## src/rtl/fcpp_pkg.sv

```systemverilog
package fcpp_pkg;

  // Fixed field widths of the item channels
  localparam int SAMPLE_W  = 14;
  localparam int LIMIT_W   = 16;
  localparam int POS_W     = 16;
  localparam int CFG_IDX_W = 1;

  // Register indexes
  localparam logic [CFG_IDX_W-1:0] REG_SUM_LOW  = 1'd0;
  localparam logic [CFG_IDX_W-1:0] REG_SUM_HIGH = 1'd1;

  // Register reset values
  localparam logic [LIMIT_W-1:0] SUM_LOW_RESET  = 16'd220;
  localparam logic [LIMIT_W-1:0] SUM_HIGH_RESET = 16'd40000;

  typedef struct packed {
    logic [SAMPLE_W-1:0] sample_a;
    logic [SAMPLE_W-1:0] sample_b;
    logic [SAMPLE_W-1:0] sample_c;
    logic [SAMPLE_W-1:0] sample_d;
    logic                last_sample;
  } in_item_t;

  typedef struct packed {
    logic [LIMIT_W-1:0]      peak_sum;
    logic signed [POS_W-1:0] pos_x;
    logic signed [POS_W-1:0] pos_y;
    logic                    in_window;
    logic                    zero_denominator;
  } out_item_t;

endpackage

```

## src/rtl/fcpp_if.sv

```systemverilog
// Sample channel into the block
interface fcpp_in_if;
  logic               valid;
  logic               ready;
  fcpp_pkg::in_item_t data;

  modport source (output valid, output data, input ready);
  modport sink (input valid, input data, output ready);
endinterface

// Event result channel out of the block
interface fcpp_out_if;
  logic                valid;
  logic                ready;
  fcpp_pkg::out_item_t data;

  modport source (output valid, output data, input ready);
  modport sink (input valid, input data, output ready);
endinterface

```

## src/rtl/fcpp_peak_track.sv

```systemverilog
module fcpp_peak_track #(
  parameter int SAMPLE_BITS = 14
) (
  input  logic                        clk_i,
  input  logic                        rst_ni,
  input  logic                        upd_i,
  input  logic                        clr_i,
  input  logic [3:0][SAMPLE_BITS-1:0] smp_i,
  output logic [3:0][SAMPLE_BITS-1:0] fold_o
);

  logic [3:0][SAMPLE_BITS-1:0] peak_q;
  logic [3:0][SAMPLE_BITS-1:0] peak_d;

  // Fold the current samples into the running peaks
  always_comb begin
    for (int ch = 0; ch < 4; ch++) begin
      fold_o[ch] = (smp_i[ch] > peak_q[ch]) ? smp_i[ch] : peak_q[ch];
    end
  end

  // Advance on an accepted item, drop everything at the end of an event
  always_comb begin
    peak_d = peak_q;
    if (upd_i) begin
      peak_d = clr_i ? '0 : fold_o;
    end
  end

  always_ff @(posedge clk_i or negedge rst_ni) begin
    if (!rst_ni) begin
      peak_q <= '0;
    end else begin
      peak_q <= peak_d;
    end
  end

endmodule

```

## src/rtl/fcpp_serial_div.sv

```systemverilog
module fcpp_serial_div #(
  parameter int SAMPLE_BITS   = 14,
  parameter int FRACTION_BITS = 15
) (
  input  logic                                 clk_i,
  input  logic                                 rst_ni,
  input  logic                                 start_i,
  input  logic [SAMPLE_BITS-1:0]               num_a_i,
  input  logic [SAMPLE_BITS-1:0]               num_b_i,
  output logic                                 done_o,
  output logic signed [fcpp_pkg::POS_W-1:0]    pos_o,
  output logic                                 zero_o
);

  localparam int DEN_W = SAMPLE_BITS + 1;
  localparam int QW    = FRACTION_BITS + 1;
  localparam int QX    = (QW > 17) ? QW : 17;
  localparam int CNT_W = $clog2(QW + 1);
  localparam int POS_LIMIT = 32767;
  localparam int NEG_LIMIT = 32768;

  logic             busy_q;
  logic             done_q;
  logic [CNT_W-1:0] cnt_q;
  logic             neg_q;
  logic             zero_q;
  logic [DEN_W-1:0] den_q;
  logic [DEN_W:0]   rem_q;
  logic [QW-1:0]    quo_q;

  logic [DEN_W-1:0]       den_start;
  logic [SAMPLE_BITS-1:0] mag_start;
  logic                   rem_ge;
  logic [DEN_W:0]         rem_sub;
  logic [QX-1:0]          quo_x;
  logic [QX-1:0]          quo_sat;
  logic [fcpp_pkg::POS_W-1:0] mag16;

  // Operands of (a - b) / (a + b) as magnitude and sign
  assign den_start = DEN_W'(num_a_i) + DEN_W'(num_b_i);
  assign mag_start = (num_a_i >= num_b_i) ? (num_a_i - num_b_i) : (num_b_i - num_a_i);

  // One restoring step: trial subtract, keep the quotient bit
  assign rem_ge  = (rem_q >= {1'b0, den_q});
  assign rem_sub = rem_ge ? (rem_q - {1'b0, den_q}) : rem_q;

  // Sequence the quotient bits
  always_ff @(posedge clk_i or negedge rst_ni) begin
    if (!rst_ni) begin
      busy_q <= 1'b0;
      done_q <= 1'b0;
      cnt_q  <= '0;
    end else begin
      done_q <= 1'b0;
      if (start_i) begin
        busy_q <= 1'b1;
        cnt_q  <= CNT_W'(QW);
      end else if (busy_q) begin
        cnt_q <= cnt_q - CNT_W'(1);
        if (cnt_q == CNT_W'(1)) begin
          busy_q <= 1'b0;
          done_q <= 1'b1;
        end
      end
    end
  end

  // Shift the remainder and quotient one bit per cycle
  always_ff @(posedge clk_i) begin
    if (start_i) begin
      den_q  <= den_start;
      rem_q  <= (DEN_W + 1)'(mag_start);
      neg_q  <= (num_a_i < num_b_i);
      zero_q <= (den_start == '0);
    end else if (busy_q) begin
      rem_q <= {rem_sub[DEN_W-1:0], 1'b0};
      quo_q <= {quo_q[QW-2:0], rem_ge};
    end
  end

  // Saturate to Q1.15 and apply the sign
  always_comb begin
    quo_x = QX'(quo_q);
    if (neg_q) begin
      quo_sat = (quo_x > QX'(NEG_LIMIT)) ? QX'(NEG_LIMIT) : quo_x;
    end else begin
      quo_sat = (quo_x > QX'(POS_LIMIT)) ? QX'(POS_LIMIT) : quo_x;
    end
    mag16 = quo_sat[fcpp_pkg::POS_W-1:0];
    if (zero_q) begin
      pos_o = '0;
    end else if (neg_q) begin
      pos_o = $signed(-mag16);
    end else begin
      pos_o = $signed(mag16);
    end
  end

  assign done_o = done_q;
  assign zero_o = zero_q;

endmodule

```

## src/rtl/four_channel_peak_position.sv

```systemverilog
// Four-channel peak detector with Anger-style position readout. Items without
// the last-sample mark only update the per-channel peaks and are taken one per
// clock. An item with the mark closes the event: its samples are folded into
// the peaks, the peaks clear, and two bit-serial restoring dividers work out
// x and y, one quotient bit per cycle, so the input stays stalled until both
// dividers are done and the result is loaded. The result then sits in an
// output register while new samples are taken. The user must write the sum
// limits through the cfg port while no event is in flight; this is not enforced.
module four_channel_peak_position #(
  parameter int SAMPLE_BITS   = 14,
  parameter int FRACTION_BITS = 15
) (
  input  logic                                clk_i,
  input  logic                                rst_ni,
  fcpp_in_if.sink                             in_i,
  fcpp_out_if.source                          out_o,
  input  logic                                cfg_we_i,
  input  logic [fcpp_pkg::CFG_IDX_W-1:0]      cfg_idx_i,
  input  logic [fcpp_pkg::LIMIT_W-1:0]        cfg_wdata_i
);

  localparam int SUM_W = SAMPLE_BITS + 2;
  localparam int CMP_W = (SUM_W > 17) ? SUM_W : 17;

  localparam logic [1:0] ST_IDLE = 2'd0;
  localparam logic [1:0] ST_DIV  = 2'd1;
  localparam logic [1:0] ST_HOLD = 2'd2;

  logic [1:0] state_q, state_d;

  logic [fcpp_pkg::LIMIT_W-1:0] low_q;
  logic [fcpp_pkg::LIMIT_W-1:0] high_q;

  logic [3:0][SAMPLE_BITS-1:0] smp;
  logic [3:0][SAMPLE_BITS-1:0] fold;
  logic                        in_fire;
  logic                        ev_start;

  logic [SUM_W-1:0] sum_q;
  logic [CMP_W-1:0] sum_x;

  logic                              done_x, done_y, div_done;
  logic                              zero_x, zero_y;
  logic signed [fcpp_pkg::POS_W-1:0] pos_x, pos_y;

  logic                out_valid_q, out_valid_d;
  fcpp_pkg::out_item_t out_data_q;
  fcpp_pkg::out_item_t res;
  logic                slot_free;
  logic                load;

  // Mask samples to the peak width
  assign smp[0] = SAMPLE_BITS'(in_i.data.sample_a);
  assign smp[1] = SAMPLE_BITS'(in_i.data.sample_b);
  assign smp[2] = SAMPLE_BITS'(in_i.data.sample_c);
  assign smp[3] = SAMPLE_BITS'(in_i.data.sample_d);

  assign in_i.ready = (state_q == ST_IDLE);
  assign in_fire    = in_i.valid && in_i.ready;
  assign ev_start   = in_fire && in_i.data.last_sample;

  fcpp_peak_track #(
    .SAMPLE_BITS(SAMPLE_BITS)
  ) u_peak (
    .clk_i (clk_i),
    .rst_ni(rst_ni),
    .upd_i (in_fire),
    .clr_i (in_i.data.last_sample),
    .smp_i (smp),
    .fold_o(fold)
  );

  fcpp_serial_div #(
    .SAMPLE_BITS  (SAMPLE_BITS),
    .FRACTION_BITS(FRACTION_BITS)
  ) u_div_x (
    .clk_i  (clk_i),
    .rst_ni (rst_ni),
    .start_i(ev_start),
    .num_a_i(fold[0]),
    .num_b_i(fold[1]),
    .done_o (done_x),
    .pos_o  (pos_x),
    .zero_o (zero_x)
  );

  // y = -(p2 - p3) / (p2 + p3), taken as (p3 - p2) / (p3 + p2)
  fcpp_serial_div #(
    .SAMPLE_BITS  (SAMPLE_BITS),
    .FRACTION_BITS(FRACTION_BITS)
  ) u_div_y (
    .clk_i  (clk_i),
    .rst_ni (rst_ni),
    .start_i(ev_start),
    .num_a_i(fold[3]),
    .num_b_i(fold[2]),
    .done_o (done_y),
    .pos_o  (pos_y),
    .zero_o (zero_y)
  );

  assign div_done = done_x && done_y;

  // Hold the peak sum of the closing event
  always_ff @(posedge clk_i) begin
    if (ev_start) begin
      sum_q <= SUM_W'(fold[0]) + SUM_W'(fold[1]) + SUM_W'(fold[2]) + SUM_W'(fold[3]);
    end
  end

  // Assemble the result item
  always_comb begin
    sum_x            = CMP_W'(sum_q);
    res.peak_sum     = (sum_x > CMP_W'(16'hFFFF)) ? 16'hFFFF
                                                   : sum_x[fcpp_pkg::LIMIT_W-1:0];
    res.pos_x        = pos_x;
    res.pos_y        = pos_y;
    res.in_window    = (sum_x > CMP_W'(low_q)) && (sum_x < CMP_W'(high_q));
    res.zero_denominator = zero_x || zero_y;
  end

  assign slot_free = !out_valid_q || out_o.ready;
  assign load      = ((state_q == ST_DIV && div_done) || state_q == ST_HOLD) && slot_free;

  // Sequence one event at a time
  always_comb begin
    state_d = state_q;
    case (state_q)
      ST_IDLE: begin
        if (ev_start) state_d = ST_DIV;
      end
      ST_DIV: begin
        if (div_done) state_d = slot_free ? ST_IDLE : ST_HOLD;
      end
      ST_HOLD: begin
        if (slot_free) state_d = ST_IDLE;
      end
      default: state_d = ST_IDLE;
    endcase
  end

  always_comb begin
    out_valid_d = out_valid_q;
    if (load) begin
      out_valid_d = 1'b1;
    end else if (out_o.ready) begin
      out_valid_d = 1'b0;
    end
  end

  always_ff @(posedge clk_i or negedge rst_ni) begin
    if (!rst_ni) begin
      state_q     <= ST_IDLE;
      out_valid_q <= 1'b0;
    end else begin
      state_q     <= state_d;
      out_valid_q <= out_valid_d;
    end
  end

  always_ff @(posedge clk_i) begin
    if (load) begin
      out_data_q <= res;
    end
  end

  assign out_o.valid = out_valid_q;
  assign out_o.data  = out_data_q;

  // Write the sum limits
  always_ff @(posedge clk_i or negedge rst_ni) begin
    if (!rst_ni) begin
      low_q  <= fcpp_pkg::SUM_LOW_RESET;
      high_q <= fcpp_pkg::SUM_HIGH_RESET;
    end else if (cfg_we_i) begin
      case (cfg_idx_i)
        fcpp_pkg::REG_SUM_LOW:  low_q  <= cfg_wdata_i;
        fcpp_pkg::REG_SUM_HIGH: high_q <= cfg_wdata_i;
        default: ;
      endcase
    end
  end

endmodule

```

## src/flat_wrapper.sv

```systemverilog
// flat-port wrapper written by rule: the top's interface ports become plain ports
module four_channel_peak_position_flat 
#(
  parameter int SAMPLE_BITS   = 14,
  parameter int FRACTION_BITS = 15
)
  (clk_i, rst_ni, cfg_we_i, cfg_idx_i, cfg_wdata_i, in_i_valid, in_i_data, in_i_ready, out_o_valid, out_o_data, out_o_ready);
  fcpp_in_if in_i_i ();
  fcpp_out_if out_o_i ();
  input  logic clk_i;
  input  logic rst_ni;
  input  logic cfg_we_i;
  input  logic [fcpp_pkg::CFG_IDX_W-1:0] cfg_idx_i;
  input  logic [fcpp_pkg::LIMIT_W-1:0] cfg_wdata_i;
  input wire logic [$bits(in_i_i.valid)-1:0] in_i_valid;
  input wire logic [$bits(in_i_i.data)-1:0] in_i_data;
  output wire logic [$bits(in_i_i.ready)-1:0] in_i_ready;
  output wire logic [$bits(out_o_i.valid)-1:0] out_o_valid;
  output wire logic [$bits(out_o_i.data)-1:0] out_o_data;
  input wire logic [$bits(out_o_i.ready)-1:0] out_o_ready;
  assign in_i_i.valid = in_i_valid;
  assign in_i_i.data = in_i_data;
  assign in_i_ready = in_i_i.ready;
  assign out_o_valid = out_o_i.valid;
  assign out_o_data = out_o_i.data;
  assign out_o_i.ready = out_o_ready;
  four_channel_peak_position #(.SAMPLE_BITS(SAMPLE_BITS), .FRACTION_BITS(FRACTION_BITS)) u_core (.clk_i(clk_i), .rst_ni(rst_ni), .in_i(in_i_i), .out_o(out_o_i), .cfg_we_i(cfg_we_i), .cfg_idx_i(cfg_idx_i), .cfg_wdata_i(cfg_wdata_i));
endmodule
```

## config.mk

```make
export PLATFORM = sky130hd
export DESIGN_NAME = four_channel_peak_position_flat
export DESIGN_NICKNAME = d
export VERILOG_FILES = /design/src/rtl/fcpp_pkg.sv /design/src/rtl/fcpp_if.sv /design/src/rtl/fcpp_peak_track.sv /design/src/rtl/fcpp_serial_div.sv /design/src/rtl/four_channel_peak_position.sv /design/src/flat_wrapper.sv
export SDC_FILE = /design/constraint.sdc
export NUM_CORES = 1
export LEC_CHECK = 0
export ABC_CLOCK_PERIOD_IN_PS = 12600
export BUFFER_PORTS_ARGS = -buffer_cell sky130_fd_sc_hd__buf_2
export CAP_MARGIN = 0
export CORE_MARGIN = 2
export CORE_UTILIZATION = 45
export CTS_CLUSTER_DIAMETER = 40
export DETAILED_ROUTE_END_ITERATION = 8
export PLACE_DENSITY = 0.61
export SYNTH_ARGS = -nofsm -noshare
export SYNTH_HDL_FRONTEND = slang
export SYNTH_HIERARCHICAL = 1
export SYNTH_SLANG_ARGS = --single-unit
```

## constraint.sdc

```tcl
create_clock -name clk_i -period 12.6 [get_ports clk_i]
set_clock_uncertainty 0.05 [all_clocks]
set_input_delay 1.26 -clock clk_i [delete_from_list [all_inputs] [get_ports clk_i]]
set_output_delay 1.26 -clock clk_i [all_outputs]
set_load 0.05 [all_outputs]
```

==> results of run 1 <==
## logic make-up (layout without fill, tap and decap cells)
kind of cell	Yosys count	after routing
AOI/OAI and AO/OA	603	603
adders and majority gates	260	260
DFF	269	269
xor gates and xnor gates	75	75
and+or+nand+nor	576	576
buffers and inverters	401	561
muxes	84	84
## worst paths after layout
path | startpoint | cells past startpoint | end
worst max-delay path | in_i_data[20] | 19 | u_core/sum_q[15]
worst min-delay path | u_core/u_div_y/done_o | 1 | u_core/state_q[0]
worst max register to register | u_core/u_peak/peak_q[33] | 19 | u_core/sum_q[15]
worst min register to register | u_core/u_div_y/done_o | 1 | u_core/state_q[0]
max in group asynchronous | rst_ni | 2 | u_core/low_q[11]
min in group asynchronous | rst_ni | 1 | u_core/u_peak/peak_q[18]
## report_power, final
group | switching, mW | internal, mW | leakage [nW]
Sequential | 0.145 | 1.24 | 2.76
Combinational | 1.62 | 1.11 | 7.13
Clock | 0.512 | 1.02 | 0.948
Total | 2.27 | 3.37 | 10.8
## registers in the layout, indices dropped and copies added (netlist names)
| signal | count |
|---|---|
| u_core/u_div_y/neg_q | 1 |
| u_core/out_o.data | 50 |
| u_core/state_q | 2 |
| u_core/u_div_x/den_q | 15 |
| u_core/u_div_x/cnt_q | 5 |
| u_core/low_q | 16 |
| u_core/u_div_x/done_o | 1 |
| u_core/u_div_y/quo_q | 16 |
| u_core/u_div_x/quo_q | 16 |
| u_core/high_q | 16 |
| u_core/sum_q | 16 |
| u_core/u_div_x/zero_o | 1 |
| u_core/u_div_x/busy_q | 1 |
| u_core/u_div_y/den_q | 15 |
| u_core/u_div_y/cnt_q | 5 |
| u_core/u_div_y/busy_q | 1 |
| u_core/u_div_x/rem_q | 16 |
| u_core/u_div_y/zero_o | 1 |
| u_core/u_peak/peak_q | 56 |
| u_core/u_div_y/rem_q | 16 |
| u_core/u_div_x/neg_q | 1 |
| u_core/out_o.valid | 1 |
| u_core/u_div_y/done_o | 1 |
## area by class of cell
type                    instances  area, um^2  share of cell area, %
repair buffers                145       765.7                  3.112
clock inverters                41       551.8                  2.243
flip-flops and latches        269        7525                  30.58
clock buffers                  59        1400                  5.691
well taps                     615       769.5                  3.128
inverters                     316        1186                  4.821
multi-input cells            1598       12410                  50.42
## cells in the final DEF, fill, tap and decap left out, drive strengths merged, types with 33 or more instances in the layout
cell and n:
nand2 158, a21o 33, edfxtp 160, nor2 138, nand3b 37, nor3 46
mux2 60, a21oi 147, inv 325, ha 224, clkbuf 59, fa 36
o21ai 151, dfrtp 95, xnor2 56, buf 145
## per-stage QoR
stage,area (um^2),cells
global placement,22650,2943
global route,24600,3043
detailed placement,22650,2943
CTS,24600,3043
floorplan,21550,2268
finish,24600,3043
## worst register-to-register path, stage by stage, from the launching register on
cell and delay [ps]:
dfrtp_1 370, inv_1 70, ha_1 310, and4_1 220, o21ai_1 100, a311oi_2 130, o31ai_4 790, buf_4 390
mux2_2 440, inv_1 160, fa_1 430, inv_1 90, fa_1 430, ha_1 270, fa_1 460, a211oi_2 260
nor2_1 110, nor3_1 430, o31ai_2 170, o21a_1 210
## per-layer routing
metal,wire (um),part of all wire [%],global-route usage (%),vias to the layer above
met5,0,0,0,-
met4,1680,3.0,7.577,0
met3,2848,5.1,3.042,95
met2,24030,43,34.15,511
met1,26850,48,31.77,8203
li1,-,-,-,8393
==> results.txt, run 1 <==
Setup TNS -> 0 ps
Final-report max-slew violation count -> 0
XOR/XNOR share of the synthesized area -> 3.048%
Rel. slew slack -> 24.87%
CP Capture Type -> register
Most common cell in the synthesized netlist -> inv_1
Initial DRC Count -> 1191
Clk root buf -> clkbuf_16
Postcts setup bufs -> 0
Clk sink count -> 269
CP arrival -> 6770 ps
Top Family by Delay on Critical Path -> adder cells
Routed Antenna Nets -> 0
Site Rows -> 80
Synth Flop Type -> edfxtp_1
Total grt overflow -> 0
Clock-pin slew on the worst setup and hold paths -> 50 ps
CTS Hold Buffers Added -> 0
Syn nets -> 2607
Simple-gate share of the synthesized area -> 13.98%
Largest net degree at the start of global routing -> 60
Commonest cells post-synth -> 314 x inv_1, 224 x ha_1, 160 x edfxtp_1
Final period utilization -> 51.44%
First-pass GRT wire length -> 88690 um
Min Hold Slack -> 417.4 ps
Slowest cell on crit path -> o31ai_4
H-Tree Depth -> 2
Gpl congestion -> 0.8897
Largest family of logic cells by synthesized area -> compound AO/OA/AOI/OAI gates
Mux cell area share after synthesis -> 4.407%
Area growth syn-to-layout -> 14.18%
Die X -> 222.8 um
Synth area leader -> edfxtp_1
Startpoint class of the critical path -> input pin
Core area -> 47550 um^2
# resized after CTS -> 0
Leakage power -> 10.83 nW
Adder-Cell Fraction of Synth Area -> 16.35%
Tmin final -> 6482 ps
Max VDD drop -> 0.1277 mV
FFs w/ async S/R, synth -> 39.03%
Detailed Place HPWL -> 41970 um
Total die area -> 49650 um^2
Biggest cell delay along the critical path -> 790 ps
RSZ-0062 raised after global routing -> no
Vias in the first global route -> 16.81k
Initial antenna violation count -> 0
Pwr Total -> 5.642 mW
Vias after detailed routing -> 17.20k
Cell variety after synth -> 120
N_diodes -> 0
Final Hold Viols -> 0
Most common cell type on the critical path -> fa_1
Final core occ -> 51.75%
Highest Clock Rate -> 154.3 MHz
Synthesized flop and latch total -> 269
Total wire length -> 55410 um
Die Y -> 222.8 um
Sequential share of the synthesized area -> 34.92%
Compound-cell area share of the yosys netlist -> 19.68%
PortBufs -> 130
Count of max-cap constraint violations -> 0
Synthesized area -> 21550 um^2
Total track usage -> 22.10%
Share of layout cells above drive strength 1 -> 15.57%
Initial core utilization -> 45.32%
EDFF count, synth -> 160
Fin nets -> 2722
Avg Cell Area, Syn -> 9.501 um^2
Crit Path Max Fanout -> 23
Max Buffers Root-to-Sink -> 3
TritonCTS clock tree -> done
Reg-to-reg slack, setup -> 6500 ps
Pwr/cell area -> 229.3 nW/um^2
Ports -> 131
HP Class -> register to register
Worst Slack Setup Final -> 6118 ps
Post-place setup slack -> 5615 ps
Worst Path Required -> 12890 ps
Ys Warns -> 6
Post-Syn Instances -> 2268
CTS Buf Count -> 53
Worst-Margin Slew -> 1115 ps
Clk Latency, worst-skew pair -> 590 ps
Setup Viol. Count Final -> 0
Synth top area share -> 22.30%
Filler instances -> 4329
Synth top area cells -> edfxtp_1 22%, ha_1 13%, dfrtp_1 11%
Status -> finished clean
Vias per cell -> 5.653
Setup CP Type -> input pin to register
Crit path buffers/inverters -> 4
DR DRC count -> 0
Worst path cell trace -> buf_2, ha_1, and4_1, o21ai_1, a311oi_2, o31ai_4, buf_4, mux2_2, inv_1, fa_1, inv_1, fa_1, ha_1, fa_1, a211oi_2, nor2_1, nor3_1, o31ai_2, o21a_1
WL per Instance -> 18.21 um
DR pass1 iterations -> 5
Power figures use the tool's default switching activity.
==> inputs of run 2 (changes only) <==
--- a/config.mk
+++ b/config.mk
@@ -5,14 +5,14 @@
 export SDC_FILE = /design/constraint.sdc
 export NUM_CORES = 1
 export LEC_CHECK = 0
-export ABC_CLOCK_PERIOD_IN_PS = 12600
+export ABC_CLOCK_PERIOD_IN_PS = 5800
 export BUFFER_PORTS_ARGS = -buffer_cell sky130_fd_sc_hd__buf_2
 export CAP_MARGIN = 0
 export CORE_MARGIN = 2
 export CORE_UTILIZATION = 45
 export CTS_CLUSTER_DIAMETER = 40
 export DETAILED_ROUTE_END_ITERATION = 8
-export PLACE_DENSITY = 0.61
+export PLACE_DENSITY = 0.63
 export SYNTH_ARGS = -nofsm -noshare
 export SYNTH_HDL_FRONTEND = slang
 export SYNTH_HIERARCHICAL = 1
==> constraint.sdc (replaced) <==
create_clock -name clk_i -period 5.8 [get_ports clk_i]
set_clock_uncertainty 0.05 [all_clocks]
set_input_delay 0.58 -clock clk_i [delete_from_list [all_inputs] [get_ports clk_i]]
set_output_delay 0.58 -clock clk_i [all_outputs]
set_load 0.05 [all_outputs]
==> run 2 against run 1 <==
  * Critical path depth fell by 1
  * Via count rose by 0.96%
  * Final area barely moved
  * Global-route usage rose by 0.63 points
  * Critical endpoint unchanged
  * Largest cell class unchanged
  * Highest routed layer is now met5
==> results.txt, run 2 (synthesis gave the netlist of run 1 again) <==
Worst reg2reg endpoint -> u_core/sum_q[15]
TritonCTS clock tree -> done
Share of layout cells above drive strength 1 -> 16.35% (+0.78 points)
Count of max-cap constraint violations -> 0 (unchanged)
Clk root buf -> clkbuf_16
Vias after detailed routing -> 17.37k (+0.96%)
Tmin final -> 5396 ps
# resized after CTS -> 0 (unchanged)
Routed Antenna Nets -> 0 (unchanged)
Setup CP Type -> register to register
Postcts setup bufs -> 0 (unchanged)
Ports -> 131 (unchanged)
Highest Clock Rate -> 185.3 MHz
Final period utilization -> 93.04%
Worst Slack Setup Final -> 403.7 ps (-5715 ps)
Die X -> 222.8 um (unchanged)
Gpl congestion -> 0.9386 (+5.5%)
Initial DRC Count -> 1244 (+4.5%)
Vias per cell -> 5.648 (about the same)
Worst-Margin Slew -> 1143 ps (+27.79 ps)
Setup Viol. Count Final -> 0 (unchanged)
WL per Instance -> 18.40 um (+1.0%)
Hold path start -> cfg_wdata_i[14]
Leakage power -> 10.86 nW (+0.30%)
Largest net degree at the start of global routing -> 61 (+1.7%)
Final-report max-slew violation count -> 0 (unchanged)
Detailed Place HPWL -> 43710 um (+4.2%)
Max Buffers Root-to-Sink -> 3 (unchanged)
Core area -> 47550 um^2 (unchanged)
CTS Buf Count -> 49 (-7.5%)
Rel. slew slack -> 23.00% (-1.9 points)
H-Tree Depth -> 2 (unchanged)
DR pass1 iterations -> 5 (unchanged)
Clk sink count -> 269 (unchanged)
Crit Path Max Fanout -> 9 (-61%)
CP Capture Type -> register
Die Y -> 222.8 um (unchanged)
Max VDD drop -> 0.2504 mV (+96%)
PortBufs -> 130 (unchanged)
HP Class -> input pin to register
RSZ-0062 raised after global routing -> no
Most common cell after layout, fill and taps aside -> inv_1
Total track usage -> 22.73% (+0.63 points)
Status -> finished clean
Final Hold Viols -> 0 (unchanged)
Total wire length -> 56580 um (+2.1%)
Number of flip-flops in the largest register -> 56 (unchanged)
R2r startpoint -> u_core/u_peak/peak_q[5]
Reg-to-reg slack, setup -> 400 ps (-6100 ps)
Worst Path Required -> 6120 ps (-6770 ps)
Initial antenna violation count -> 4 (+4)
Clk Latency, worst-skew pair -> 610 ps (+20 ps)
Area growth syn-to-layout -> 14.16% (about the same)
DR DRC count -> 0 (unchanged)
Post-place setup slack -> 118.7 ps (-5496 ps)
Site Rows -> 80 (unchanged)
CP arrival -> 5710 ps (-1060 ps)
Fin nets -> 2757 (+1.3%)
Total grt overflow -> 0 (unchanged)
Initial core utilization -> 45.32% (unchanged)
First-pass GRT wire length -> 90570 um (+2.1%)
Clock-pin slew on the worst setup and hold paths -> 60 ps (about the same)
Hold Path End -> u_core/low_q[14]
Setup TNS -> 0 ps (unchanged)
Commonest cells after routing, fill and taps aside -> 314 x inv_1, 224 x ha_1, 160 x edfxtp_1
Pwr/cell area -> 483.6 nW/um^2 (+110%)
Hold path depth -> 3 (+2)
Startpoint class of the critical path -> register
Cells on worst reg2reg path -> 18 (-1)
Largest Register -> u_core/u_peak/peak_q
Vias in the first global route -> 17.11k (+1.8%)
Final core occ -> 51.74% (about the same)
Total die area -> 49650 um^2 (unchanged)
run 2: changes by cell type in the layout (fill, tap and decap cells not counted), moves of 2 or more:
cell	previous run	this run
buf_4	16	54
clkbuf_8	3	1
clkinv_4	9	6
clkbuf_16	54	49
clkinvlp_4	4	6
inv_4	2	0
clkbuf_1	2	5
bufinv_16	10	3
clkinv_1	3	5
inv_8	0	4
run 2: final cells by class:
cell class                 instances  area, um^2
tap                              615       769.5
sequential                       269        7525
fill                            4354       22950
inverter                         316        1186
antenna                            1       2.502
clock inverter                    37       395.4
timing repair buffer             184        1061
multi-input combinational       1598       12400
clock buffer                      55        1259
run 2: how the worst max path moves through the flow:
stage	start	to	slack, ps	cells past startpoint
6_report	u_core/u_peak/peak_q[5]	u_core/sum_q[15]	400	18
5_1_grt	u_core/u_peak/peak_q[19]	u_core/sum_q[12]	90	19
4_1_cts	u_core/u_peak/peak_q[5]	u_core/sum_q[15]	410	18
3_5_place_dp	in_i_data[48]	u_core/sum_q[15]	120	18
3_3_place_gp	in_i_data[48]	u_core/sum_q[15]	210	18
2_1_floorplan	in_i_data[40]	u_core/sum_q[15]	600	18
run 2: through the flow:
step | cell area [um^2] | hold WS [ps] | cells | power (mW)
floorplan | 21550 | 234.4 | 2268 | 7.447
global placement | 22930 | 404.7 | 2981 | 8.863
detailed placement | 22930 | 409.9 | 2981 | 9.001
CTS | 24600 | 130.2 | 3074 | 11.91
global route | 24600 | 149.6 | 3075 | 12.81
finish | 24600 | 155.9 | 3075 | 11.90
run 2: power by group:
part / leakage (nW) / switching [mW] / internal (mW) / total (mW)
clock network: 0.791 / 1.10 / 1.74 / 2.84
registers: 2.76 / 0.311 / 2.69 / 3.00
logic: 7.32 / 3.56 / 2.50 / 6.06
run 2: metal layers:
layer	up-vias	GRT usage [%]	part of all wire (%)
li1	8455	-	-
met1	8269	31.29	46
met2	539	36.12	45
met3	100	3.081	5.2
met4	4	9.331	3.6
met5	-	0	0.048
run 2: worst max-delay path, stage by stage, from the launching register on:
cell and delay, ps:
dfrtp_1 370, inv_1 50, ha_1 320, nand4_2 150
o221a_1 320, o211a_4 260, nor2_4 250, buf_4 260
mux2_2 420, inv_1 110, fa_1 420, fa_1 520
inv_1 70, fa_1 500, a211oi_2 250, nor2_1 100
nor3_1 390, o31ai_2 160, o21a_1 200
run 2: what timing repair did:
item | CTS | global route
setup endpoints to repair | 0 | 0
hold buffers | 1 | 0
hold endpoints to repair | 45 | 0
